--- src/hdl/fir_filter_programmable_taps_unit_defines.svh ---
// Assertion helpers shared by the filter RTL.
// The enclosing module must have i_clk and i_rst_n in scope.
`ifndef FIR_FILTER_PROGRAMMABLE_TAPS_UNIT_DEFINES_SVH
`define FIR_FILTER_PROGRAMMABLE_TAPS_UNIT_DEFINES_SVH

// Check a property outside of reset.
`define FPT_ASSERT(lbl, prop, msg) \
    lbl: assert property (@(posedge i_clk) disable iff (!i_rst_n) prop) else $error(msg);

// Check a property at every rising clock edge, reset included.
`define FPT_ASSERT_ALWAYS(lbl, prop, msg) \
    lbl: assert property (@(posedge i_clk) prop) else $error(msg);

`endif

--- src/hdl/fir_pt_pkg.sv ---
package fir_pt_pkg;

    // Window size and field widths
    localparam int MAX_TAPS  = 7;
    localparam int SAMPLE_W  = 16;
    localparam int GAIN_W    = 16;
    localparam int PROD_W    = SAMPLE_W + GAIN_W;
    localparam int SUM_W     = 34;
    localparam int TAP_CNT_W = $clog2(MAX_TAPS + 1);
    localparam int REG_IDX_W = 3;
    localparam int PADDR_W   = REG_IDX_W + 2;
    localparam int PDATA_W   = 32;

    typedef logic signed [SAMPLE_W-1:0]  t_sample;
    typedef logic signed [GAIN_W-1:0]    t_gain;
    typedef logic signed [PROD_W-1:0]    t_prod;
    typedef logic signed [SUM_W-1:0]     t_sum;
    typedef logic        [TAP_CNT_W-1:0] t_tap_cnt;
    typedef logic        [REG_IDX_W-1:0] t_reg_idx;

    // Register map indexes
    localparam t_reg_idx REG_TAP_COUNT = 3'd0;
    localparam t_reg_idx REG_GAIN_BASE = 3'd1;

    // Reset values
    localparam t_tap_cnt TAP_COUNT_RESET = 3'd6;
    localparam t_gain GAIN_RESET [MAX_TAPS] = '{
        16'sd865, 16'sd4604, 16'sd10915, 16'sd10915, 16'sd4604, 16'sd865, 16'sd0
    };

    // Controls broadcast from the top level to every cell
    typedef struct packed {
        logic shift;  // advance the delay line
        logic mul;    // capture the product of tap and gain
        logic en;     // advance the partial sum chain
    } t_cell_ctl;

endpackage

--- src/hdl/fir_pt_cell.sv ---
module fir_pt_cell
    import fir_pt_pkg::*;
(
    input  logic      i_clk,
    input  logic      i_rst_n,
    input  t_cell_ctl i_ctl,
    input  t_sample   i_sample,
    input  t_gain     i_gain,
    input  t_sum      i_psum,
    input  logic      i_tok,
    output t_sample   o_sample,
    output t_sum      o_psum,
    output logic      o_tok
);

    t_sample r_sample;
    t_prod   r_prod;
    t_prod   n_prod;
    t_sum    r_psum;
    t_sum    n_psum;
    logic    r_tok;

    // Delay line tap, cleared at reset
    always_ff @(posedge i_clk) begin
        if (!i_rst_n) begin
            r_sample <= '0;
        end else if (i_ctl.shift) begin
            r_sample <= i_sample;
        end
    end

    // Weight the tap
    assign n_prod = t_prod'(r_sample) * t_prod'(i_gain);

    always_ff @(posedge i_clk) begin
        if (i_ctl.mul) begin
            r_prod <= n_prod;
        end
    end

    // Add own product to the sum handed over by the neighbor
    assign n_psum = i_psum + t_sum'(r_prod);

    always_ff @(posedge i_clk) begin
        if (i_ctl.en) begin
            r_psum <= n_psum;
        end
    end

    always_ff @(posedge i_clk) begin
        if (!i_rst_n) begin
            r_tok <= 1'b0;
        end else if (i_ctl.en) begin
            r_tok <= i_tok;
        end
    end

    assign o_sample = r_sample;
    assign o_psum   = r_psum;
    assign o_tok    = r_tok;

endmodule

--- config.mk ---
export PLATFORM = sky130hd
export DESIGN_NAME = fir_pt_cell
export DESIGN_NICKNAME = d
export VERILOG_FILES = /design/src/hdl/fir_filter_programmable_taps_unit_defines.svh /design/src/hdl/fir_pt_pkg.sv /design/src/hdl/fir_pt_cell.sv
export SDC_FILE = /design/constraint.sdc
export NUM_CORES = 1
export LEC_CHECK = 0
export ABC_AREA = 1
export ABC_CLOCK_PERIOD_IN_PS = 16100
export BUFFER_PORTS_ARGS = -buffer_cell sky130_fd_sc_hd__buf_4
export CAP_MARGIN = 20
export CORE_MARGIN = 5
export CORE_UTILIZATION = 25
export DETAILED_ROUTE_END_ITERATION = 10
export MAX_ROUTING_LAYER = met4
export PLACE_DENSITY_LB_ADDON = 0.25
export SYNTH_ARGS = -nofsm -noshare
export SYNTH_HDL_FRONTEND = slang
export SYNTH_SLANG_ARGS = --single-unit
--- constraint.sdc ---
create_clock -name i_clk -period 16.1 [get_ports i_clk]
set_clock_uncertainty 0.1 [all_clocks]
set_input_delay 0.805 -clock i_clk [delete_from_list [all_inputs] [get_ports i_clk]]
set_output_delay 0.805 -clock i_clk [all_outputs]
set_load 0.01 [all_outputs]
# --- After elaboration in Yosys (flattened, before gate mapping) ---
# Cells that the tools add are included.
classes:
  multipliers: 1
  n_eq_ne: 0
  addsub: 1
  n_bitwise: 0
  n_shift: 0
  n_reduce_logical: 0
  order_cmp: 0
  div_mod_pow: 0
  n_mux: 0
op_table:
  columns: ["op", "n"]
  rows:
  - ["$add 34x32->34", 1]
  - ["$mul 16x16->32", 1]
totals:
  memories: 0
  latch_bits: 0
  mem_bits_rw: 0
  romBits: 0
  ff_bits: 83
  out_inout_bits: 51
  input_bits: 72

# --- Longest topological paths before layout ---
# Gate-level depths: netlist of the first run.
depth:
  word_depth: 1
  depth_mapped: 28

# --- Least setup slack after synthesis of the first run ---
# OpenSTA, ideal clock, no wires.
synth_path:
  path_type: "input to register"
  from: "input port i_gain[5]"
  to: "register r_prod[31] (data pin)"
  path_slack_ns: 10.006
  n_path_buf: 2
  stages: 22
  setup_time_ns: 0.253
  t_arrival_ns: 5.741
  cell_sequence: "clkbuf_1 clkbuf_1 nand2_1 fa_1 inv_1 fa_1 fa_1 inv_1 fa_1 inv_1 fa_1 fa_1 ha_1 nand2_1 nor2_1 nand3_1 nor3_1 nand2_1 inv_1 nor2_1 nand2_1 nand2_1"
synth_via:
  elab_chain_cells: 1
synth_rtl:
  columns: ["element", "line_no", "text"]
  rows:
  - ["from (decl)", "fir_pt_cell.sv:8", "input t_gain i_gain,"]
  - ["$mul 16x16->32", "fir_pt_cell.sv:33", "assign n_prod = t_prod'(r_sample) * t_prod'(i_gain);"]
  - ["net n_prod[31]", "fir_pt_cell.sv:18", "t_prod n_prod;"]
  - ["to (signal assigned)", "fir_pt_cell.sv:37", "r_prod <= n_prod;"]
  - ["to (decl)", "fir_pt_cell.sv:17", "t_prod r_prod;"]
# The timed path passes the listed nets, and every way through them passes these cells.
# A chain may end at the register's enable or synchronous reset.

# --- Final worst setup path of the first run ---
layout_path:
  from: "register r_sample[15] (netlist: o_sample[15])"
  to: "register r_prod[28] (data pin)"
layout_via:
  elab_chain_cells: 1
layout_rtl:
  columns: ["element", "line_no", "text"]
  rows:
  - ["from (decl)", "fir_pt_cell.sv:16", "t_sample r_sample;"]
  - ["from (signal assigned)", "fir_pt_cell.sv:28", "r_sample <= i_sample;"]
  - ["$mul 16x16->32", "fir_pt_cell.sv:33", null]
  - ["net n_prod[28]", "fir_pt_cell.sv:18", null]
# The timed path passes the listed nets, and every way through them passes these cells.

==> results by group, run 1 <==
Run status
  – Result of the run: completed

Routing
  – Routed len/inst: 15.6 um
  – Iteration-0 DRC Markers: 561
  – Final wirelength: 45600 um
  – Vias post-DR: 12330
  – Via density per instance: 4.21
  – Post-detailed-route count of antenna-violating nets: 0
  – Length of the first detailed-routing pass in iterations: 5
  – Final routed DRC violation total: 0

Finish
  – Total inserted antenna cells: 0
  – Sequential cell area in the final layout: 0.00232 sq mm
  – Area of the multi-input gates: 0.0110 sq mm
  – Final standard cell count with taps included and fillers excluded: 2931
  – Core utilization of the finished layout: 0.286
  – Area added between synthesis and finish: 13.4%
  – Share of post-route cells with drive strength above 1: 0.0783
  – FILL cells: 6681
  – Number of nets in the layout: 2539

Clock tree
  – Clock buffers created by TritonCTS: 9
  – Post-cts gate resize count: 0
  – Worst-path clk slew: 0.08 ns
  – Number of levels in the clock H-tree: 3
  – Number of setup buffers added after CTS: 0
  – # clock sinks: 83
  – Hold buffer count at cts: 0
  – Max clock buf depth: 2
  – Insertion delay to the later sink of the worst-skew pair: 0.39 ns
  – CTS tree: done
  – Root buf cell: clkbuf_16

Placement
  – DP HPWL: 38800 um
  – Total placed cells including tap cells: 2915
  – Total of buffers placed on input and output ports: 122
  – Routability congestion estimate: 0.861

Timing
  – Worst-Margin Slew: 1.02 ns
  – Time the final worst path needs with I/O delays and setup: 6.70 ns
  – Unrepaired setup endpoints after global routing: no
  – Final Cycle Share: 0.416
  – Worst slew slack as a fraction of its limit: 0.319
  – Final hold vios: 0
  – Sum of negative setup slack: 0 ns
  – Post-route worst hold slack: 0.399 ns
  – Number of pins exceeding their max-slew limit in the final report: 0
  – Peak clock frequency supported by timing: 149 MHz
  – Number of setup violations in the final report: 0

Floorplanning
  – Floorplan core area: 0.0616 sq mm
  – DIE HEIGHT: 259 um
  – Die area: 0.0672 sq mm
  – Number of core rows: 91
  – Horiz. Die Dim: 259 um
  – Starting utilization of the core area: 0.252
  – Top Ports: 123

Worst setup path
  – Critical-path maximum fanout: 18
  – Setup CP Type: flop to flop
  – Critical Path End Type: flop
  – Arrival time of data at the critical path endpoint: 6.75 ns
  – Sort of element at the start of the critical path: flop
  – Worst path required time: 16.15 ns

Yosys
  – Library cells used by synthesis: 32
  – List of most frequent post-synthesis cells: 551 x nand2_1, 529 x inv_1, 263 x fa_1
  – Prevailing post-synth register cell: edfxtp_1
  – Synthesized netlist cell count: 2020
  – Cell type with the largest total area after synthesis: fa_1
  – Net count after synthesis: 2470
  – Post-synthesis async set-or-reset flop share: 0
  – Post-synthesis cell area: 0.0155 sq mm
  – Share of the synthesized area in the top cell type: 0.339
  – Post-Syn Area per Cell: 7.69 sq um
  – Synthesized flop and latch total: 83
  – Top area cells in the synthesized netlist: fa_1 34%, nand2_1 13%, inv_1 13%
  – Number of enable-type register cells in the synthesized netlist: 66
  – Warning count from the yosys run: 0
  – Most frequent cell after synthesis: nand2_1
  – Sequential fraction of the synthesis area: 0.149

Power
  – IR drop worst, VDD: 0.000111 V
  – Overall power after layout: 3.61 mW
  – Ratio of total power to cell area: 205 mW/mm^2
  – LEAKAGE: 9.86 nW

GRT
  – Number of global-route vias before repair: 13531
  – Global router's overall resource usage: 0.144
  – Global route overflow: 0
  – Maximum number of pins on one net before global-route repair: 37
  – Wire length of the first global-routing pass: 74500 um
  – Antenna violations before repair: 0

Worst hold path
  – Path category of the worst min-delay check: flop to flop

Run
  – MaxCap Viol Count: 0
==> metrics by stage <==
step                cell area (sq um)  setup slack, ns
finish                          17600             9.40
floorplan                       15500            10.01
CTS                             17600             9.41
detailed placement              17300             9.32
global placement                17300             9.30
global route                    17600             9.06
==> critical path, cell delays in order (launching register included) <==
cell	delay [ns]
dfxtp_1	0.82
nand2_1	0.21
inv_1	0.17
fa_1	0.56
fa_1	0.94
fa_1	0.53
fa_1	0.50
fa_1	0.49
inv_1	0.05
fa_1	0.47
inv_1	0.04
ha_1	0.44
nand2_1	0.19
nor2_1	0.26
nand2_1	0.13
nor3_1	0.19
nand2_1	0.16
nand4_1	0.10
nand2_1	0.06
==> layout by cell type (no fill, tap or decap) <==
master,count
xnor2_1,8
edfxtp_1,66
dfxtp_1,17
a21oi_2,2
nor3_2,2
fa_1,263
ha_1,115
a21boi_0,2
nor2_1,125
or2_1,1
bufinv_16,3
xor2_1,37
o21a_1,1
a21oi_1,55
nor2_2,2
o21ai_0,45
inv_2,4
clkinv_1,1
nand3_2,2
a31oi_1,2
clkinvlp_4,1
nand4_1,20
o21bai_1,8
inv_8,2
or2_2,4
o211ai_1,2
a21o_1,5
nand2_1,551
nand3b_1,4
nand3_1,55
nor3_1,14
buf_4,124
nand2_2,9
nor4_1,4
inv_1,529
clkbuf_16,9
==> state kept, by name, summed over array words and instances (netlist names) <==
name / count
o_psum: 34
o_sample: 16
o_tok: 1
r_prod: 32
==> worst paths after layout <==
check | from | endpoint | slack (ns) | cells past startpoint
max | o_sample[15] | r_prod[28] | 9.40 | 18
min | o_sample[10] | o_sample[10] | 0.40 | 2
max reg2reg | o_sample[15] | r_prod[28] | 9.40 | 18
min reg2reg | o_sample[10] | o_sample[10] | 0.40 | 2
==> routing by layer <==
| metal | routed length (um) | track usage | vias to the layer above |
|---|---|---|---|
| li1 | - | - | 6065 |
| met1 | 20800 | 0.181 | 6024 |
| met2 | 22700 | 0.251 | 214 |
| met3 | 1570 | 0.0217 | 27 |
| met4 | 553 | 0.0251 | 0 |
| met5 | 0 | - | - |
==> where the power goes <==
| part | switching (mW) | leakage [nW] | internal, mW |
|---|---|---|---|
| Combinational | 1.85 | 8.90 | 1.01 |
| Sequential | 0.0570 | 0.792 | 0.428 |
| Clock | 0.111 | 0.167 | 0.154 |
==> final cells by class <==
type,instances,share of cell area
repair buffers,124,0.0528
well taps,837,0.0594
clock buffers,9,0.0128
clock inverters,7,0.00703
flip-flops and latches,83,0.132
inverters,533,0.114
multi-input cells,1338,0.623
==> cells by family (layout without fill, tap and decap cells) <==
logic type / after synthesis / count (layout) / synth area share
AO/OA/AOI/OAI: 122 / 122 / 0.0428
XOR/XNOR: 45 / 45 / 0.0254
adder cells (fa/ha/maj): 378 / 378 / 0.431
buffers and inverters: 599 / 673 / 0.145
flip-flops: 83 / 83 / 0.149
AND/OR/NAND/NOR: 793 / 793 / 0.206
(Power assumes the default switching activity.)
==> run 2: changes to the inputs <==
ABC_AREA = 0   (was 1)
ABC_CLOCK_PERIOD_IN_PS = 5800   (was 16100)
clock period = 5.8 ns   (was 16.1 ns; I/O delays follow)
==> run 2 against run 1 <==
Clock-buffer cell count unchanged. Sequential cell count is the same. Highest routed layer unchanged. Core utilization grew 4.0 points. Total power is 120% higher. The run now ends with setup timing left. Combinational power up 120%. Final cell count is 16% lower. Synthesized cell count down 30%. Register-to-register slack got worse by 9.6 ns. Worst setup slack worse by 9.6 ns. Worst hold slack got worse by 0.35 ns. Clock power up 140%.
==> results by group, run 2 <==
Placement
  – DP HPWL: 32500 um
  – DP Area: 0.0169 sq mm
  – Routability congestion estimate: 0.866
  – Total of buffers placed on input and output ports: 122
  – Worst slack, placed: -0.350 ns
  – Total placed cells including tap cells: 2394

Yosys
  – Share of the synthesized area in the top cell type: 0.376
  – Cell type with the largest total area after synthesis: fa_1
  – List of most frequent post-synthesis cells: 297 x inv_1, 263 x fa_1, 158 x nand2_1
  – Prevailing post-synth register cell: edfxtp_1
  – Post-synthesis async set-or-reset flop share: 0
  – Synthesized netlist cell count: 1421
  – Top area cells in the synthesized netlist: fa_1 38%, edfxtp_1 14%, ha_1 10%
  – Most frequent cell after synthesis: inv_1
  – Synthesized flop and latch total: 83
  – Library cells used by synthesis: 59
  – Post-Syn Area per Cell: 9.85 sq um
  – Warning count from the yosys run: 0
  – Sequential fraction of the synthesis area: 0.166
  – Post-synthesis cell area: 0.0140 sq mm
  – Net count after synthesis: 1871
  – Number of enable-type register cells in the synthesized netlist: 66

Finish
  – Most frequent cells in the layout: 282 x buf_4, 281 x inv_1, 251 x fa_1
  – FILL cells: 5796
  – Final standard cell count with taps included and fillers excluded: 2451
  – Final Cell Area: 0.0180 sq mm
  – Area added between synthesis and finish: 28.8%
  – Sequential cell area in the final layout: 0.00237 sq mm
  – Share of post-route cells with drive strength above 1: 0.257
  – Number of nets in the layout: 2147
  – Area of the multi-input gates: 0.0109 sq mm
  – Commonest non-fill, non-tap cell in the layout: buf_4
  – Flip-flop count of the largest register after layout: 34

Floorplanning
  – Horiz. Die Dim: 247 um
  – Number of core rows: 86
  – Die area: 0.0608 sq mm
  – DIE HEIGHT: 247 um
  – Top Ports: 123
  – Starting utilization of the core area: 0.253
  – Floorplan core area: 0.0553 sq mm

Power
  – Relative contribution of the clock network to total power: 0.078
  – Sequential share of power: 0.150
  – Net switching fraction of the power: 0.443
  – Ratio of total power to cell area: 444 mW/mm^2
  – LEAKAGE: 8.66 nW
  – Internal portion of total power: 4.46 mW
  – IR drop worst, VDD: 0.000318 V
  – Switching pwr: 3.55 mW
  – Comb power frac: 0.772

Run status
  – Failing checks: setup timing
  – Result of the run: complete, but fails checks

Timing
  – Unrepaired setup endpoints after global routing: yes
  – Number of pins exceeding their max-slew limit in the final report: 0
  – Time the final worst path needs with I/O delays and setup: 5.98 ns
  – Peak clock frequency supported by timing: 167 MHz
  – Worst-Margin Slew: 0.538 ns
  – Worst slew slack as a fraction of its limit: 0.638
  – Final Cycle Share: 1.03
  – Final hold vios: 0
  – Min setup slack post-route: -0.182 ns
  – Number of setup violations in the final report: 5
  – Sum of negative setup slack: -0.650 ns

Worst setup path
  – Worst path required time: 5.83 ns
  – RR Startpoint: o_sample[15]
  – Reg2Reg Capture Point: r_prod[30]
  – Arrival time of data at the critical path endpoint: 6.01 ns
  – Crit path launch: o_sample[15]
  – Worst reg2reg setup slack: -0.18 ns
  – Setup CP Type: flop to flop
  – Depth of the most critical reg-to-reg path: 19
  – Critical-path maximum fanout: 7
  – Critical Path End Type: flop
  – Timing endpoint of the critical path: r_prod[30]
  – Sort of element at the start of the critical path: flop

Clock tree
  – # clock sinks: 83
  – Worst-path clk slew: 0.08 ns
  – Hold buffer count at cts: 0
  – Insertion delay to the later sink of the worst-skew pair: 0.39 ns
  – Number of levels in the clock H-tree: 3
  – Clock buffers created by TritonCTS: 9
  – CTS tree: done
  – Root buf cell: clkbuf_16
  – Max clock buf depth: 2

GRT
  – Global route overflow: 0
  – Global router's overall resource usage: 0.135
  – Maximum number of pins on one net before global-route repair: 36
  – Global route hottest layer: met2
  – Met3 Track Usage GR: 0.0150
  – Number of global-route vias before repair: 11517
  – Antenna violations before repair: 1
  – Global Route met1 Usage: 0.173
  – Wire length of the first global-routing pass: 62800 um
  – Met2 usage: 0.228

Routing
  – Post-detailed-route count of antenna-violating nets: 0
  – Length of the first detailed-routing pass in iterations: 5
  – Iteration-0 DRC Markers: 297
  – Via density per instance: 4.19
  – Vias post-DR: 10267
  – Routed len/inst: 15.6 um
  – Final wirelength: 38300 um
  – Final routed DRC violation total: 0

Worst hold path
  – Path category of the worst min-delay check: primary input to flop

Run
  – MaxCap Viol Count: 0
-- run 2: area by class of cell --
type                            count  share of cell area
Tap cell                          748              0.0519
Sequential cell                    83               0.131
Timing Repair Buffer              302               0.134
Multi-Input combinational cell   1004               0.604
Inverter                          297              0.0620
Clock buffer                        9              0.0125
Antenna cell                        1            0.000139
Clock inverter                      7             0.00465
-- run 2: power groups by stage --
stage | clock (mW) | combinational (mW) | sequential [mW]
2_1_floorplan | 0 | 3.58 | 1.23
3_3_place_gp | 0 | 5.46 | 1.23
3_5_place_dp | 0 | 5.50 | 1.23
4_1_cts | 0.662 | 5.91 | 1.21
5_1_grt | 0.676 | 6.97 | 1.23
6_report | 0.625 | 6.18 | 1.20
-- run 2: metal layers --
metal	part of all wire	wire length [um]
met5	0	0
met2	0.49	18900
met4	0.020	766
met1	0.46	17700
met3	0.025	950
-- run 2: repair_timing --
action                     CTS  global route
setup endpoints to repair   14            17
resized for setup           70            56
pin swaps                   40            28
buffers inserted            32             8
-- run 2: worst min path at each step --
stage / startpoint / endpoint / depth (start not counted)
3_3_place_gp: o_tok / o_tok / 2
3_5_place_dp: o_tok / o_tok / 2
6_report: i_sample[11] / o_sample[11] / 3
4_1_cts: i_sample[11] / o_sample[11] / 3
2_1_floorplan: i_ctl[0] / o_psum[0] / 0
5_1_grt: i_sample[13] / o_sample[13] / 3
-- run 2: worst max-delay path: stages, from the launching register on --
cell,delay (ns)
dfxtp_4,0.44
and2_4,0.17
fa_2,0.48
buf_4,0.17
fa_1,0.44
fa_2,0.42
fa_1,0.52
fa_1,0.57
inv_2,0.04
fa_1,0.49
inv_2,0.05
ha_4,0.22
a211oi_2,0.21
o211ai_1,0.12
a221o_1,0.37
a211oi_2,0.20
nor3_1,0.08
or3_4,0.39
o31ai_4,0.18
xnor2_1,0.08
-- run 2: metrics by stage --
stage           util  power [mW]  hold WS, ns
5_1_grt        0.326        8.87       0.0462
6_report       0.326        8.01       0.0535
4_1_cts        0.321        7.78       0.0265
3_5_place_dp   0.306        6.73        0.422
3_3_place_gp   0.306        6.69        0.399
2_1_floorplan      -        4.81        0.302
-- run 2: cell families after synthesis --
logic type               count (synthesis)  share of synthesized area
AO/OA/AOI/OAI                          158                     0.0756
XOR/XNOR                                62                     0.0388
adder cells (fa/ha/maj)                378                      0.479
buffers and inverters                  334                     0.0902
flip-flops                              83                      0.166
multiplexers                            18                     0.0129
AND/OR/NAND/NOR                        388                      0.138
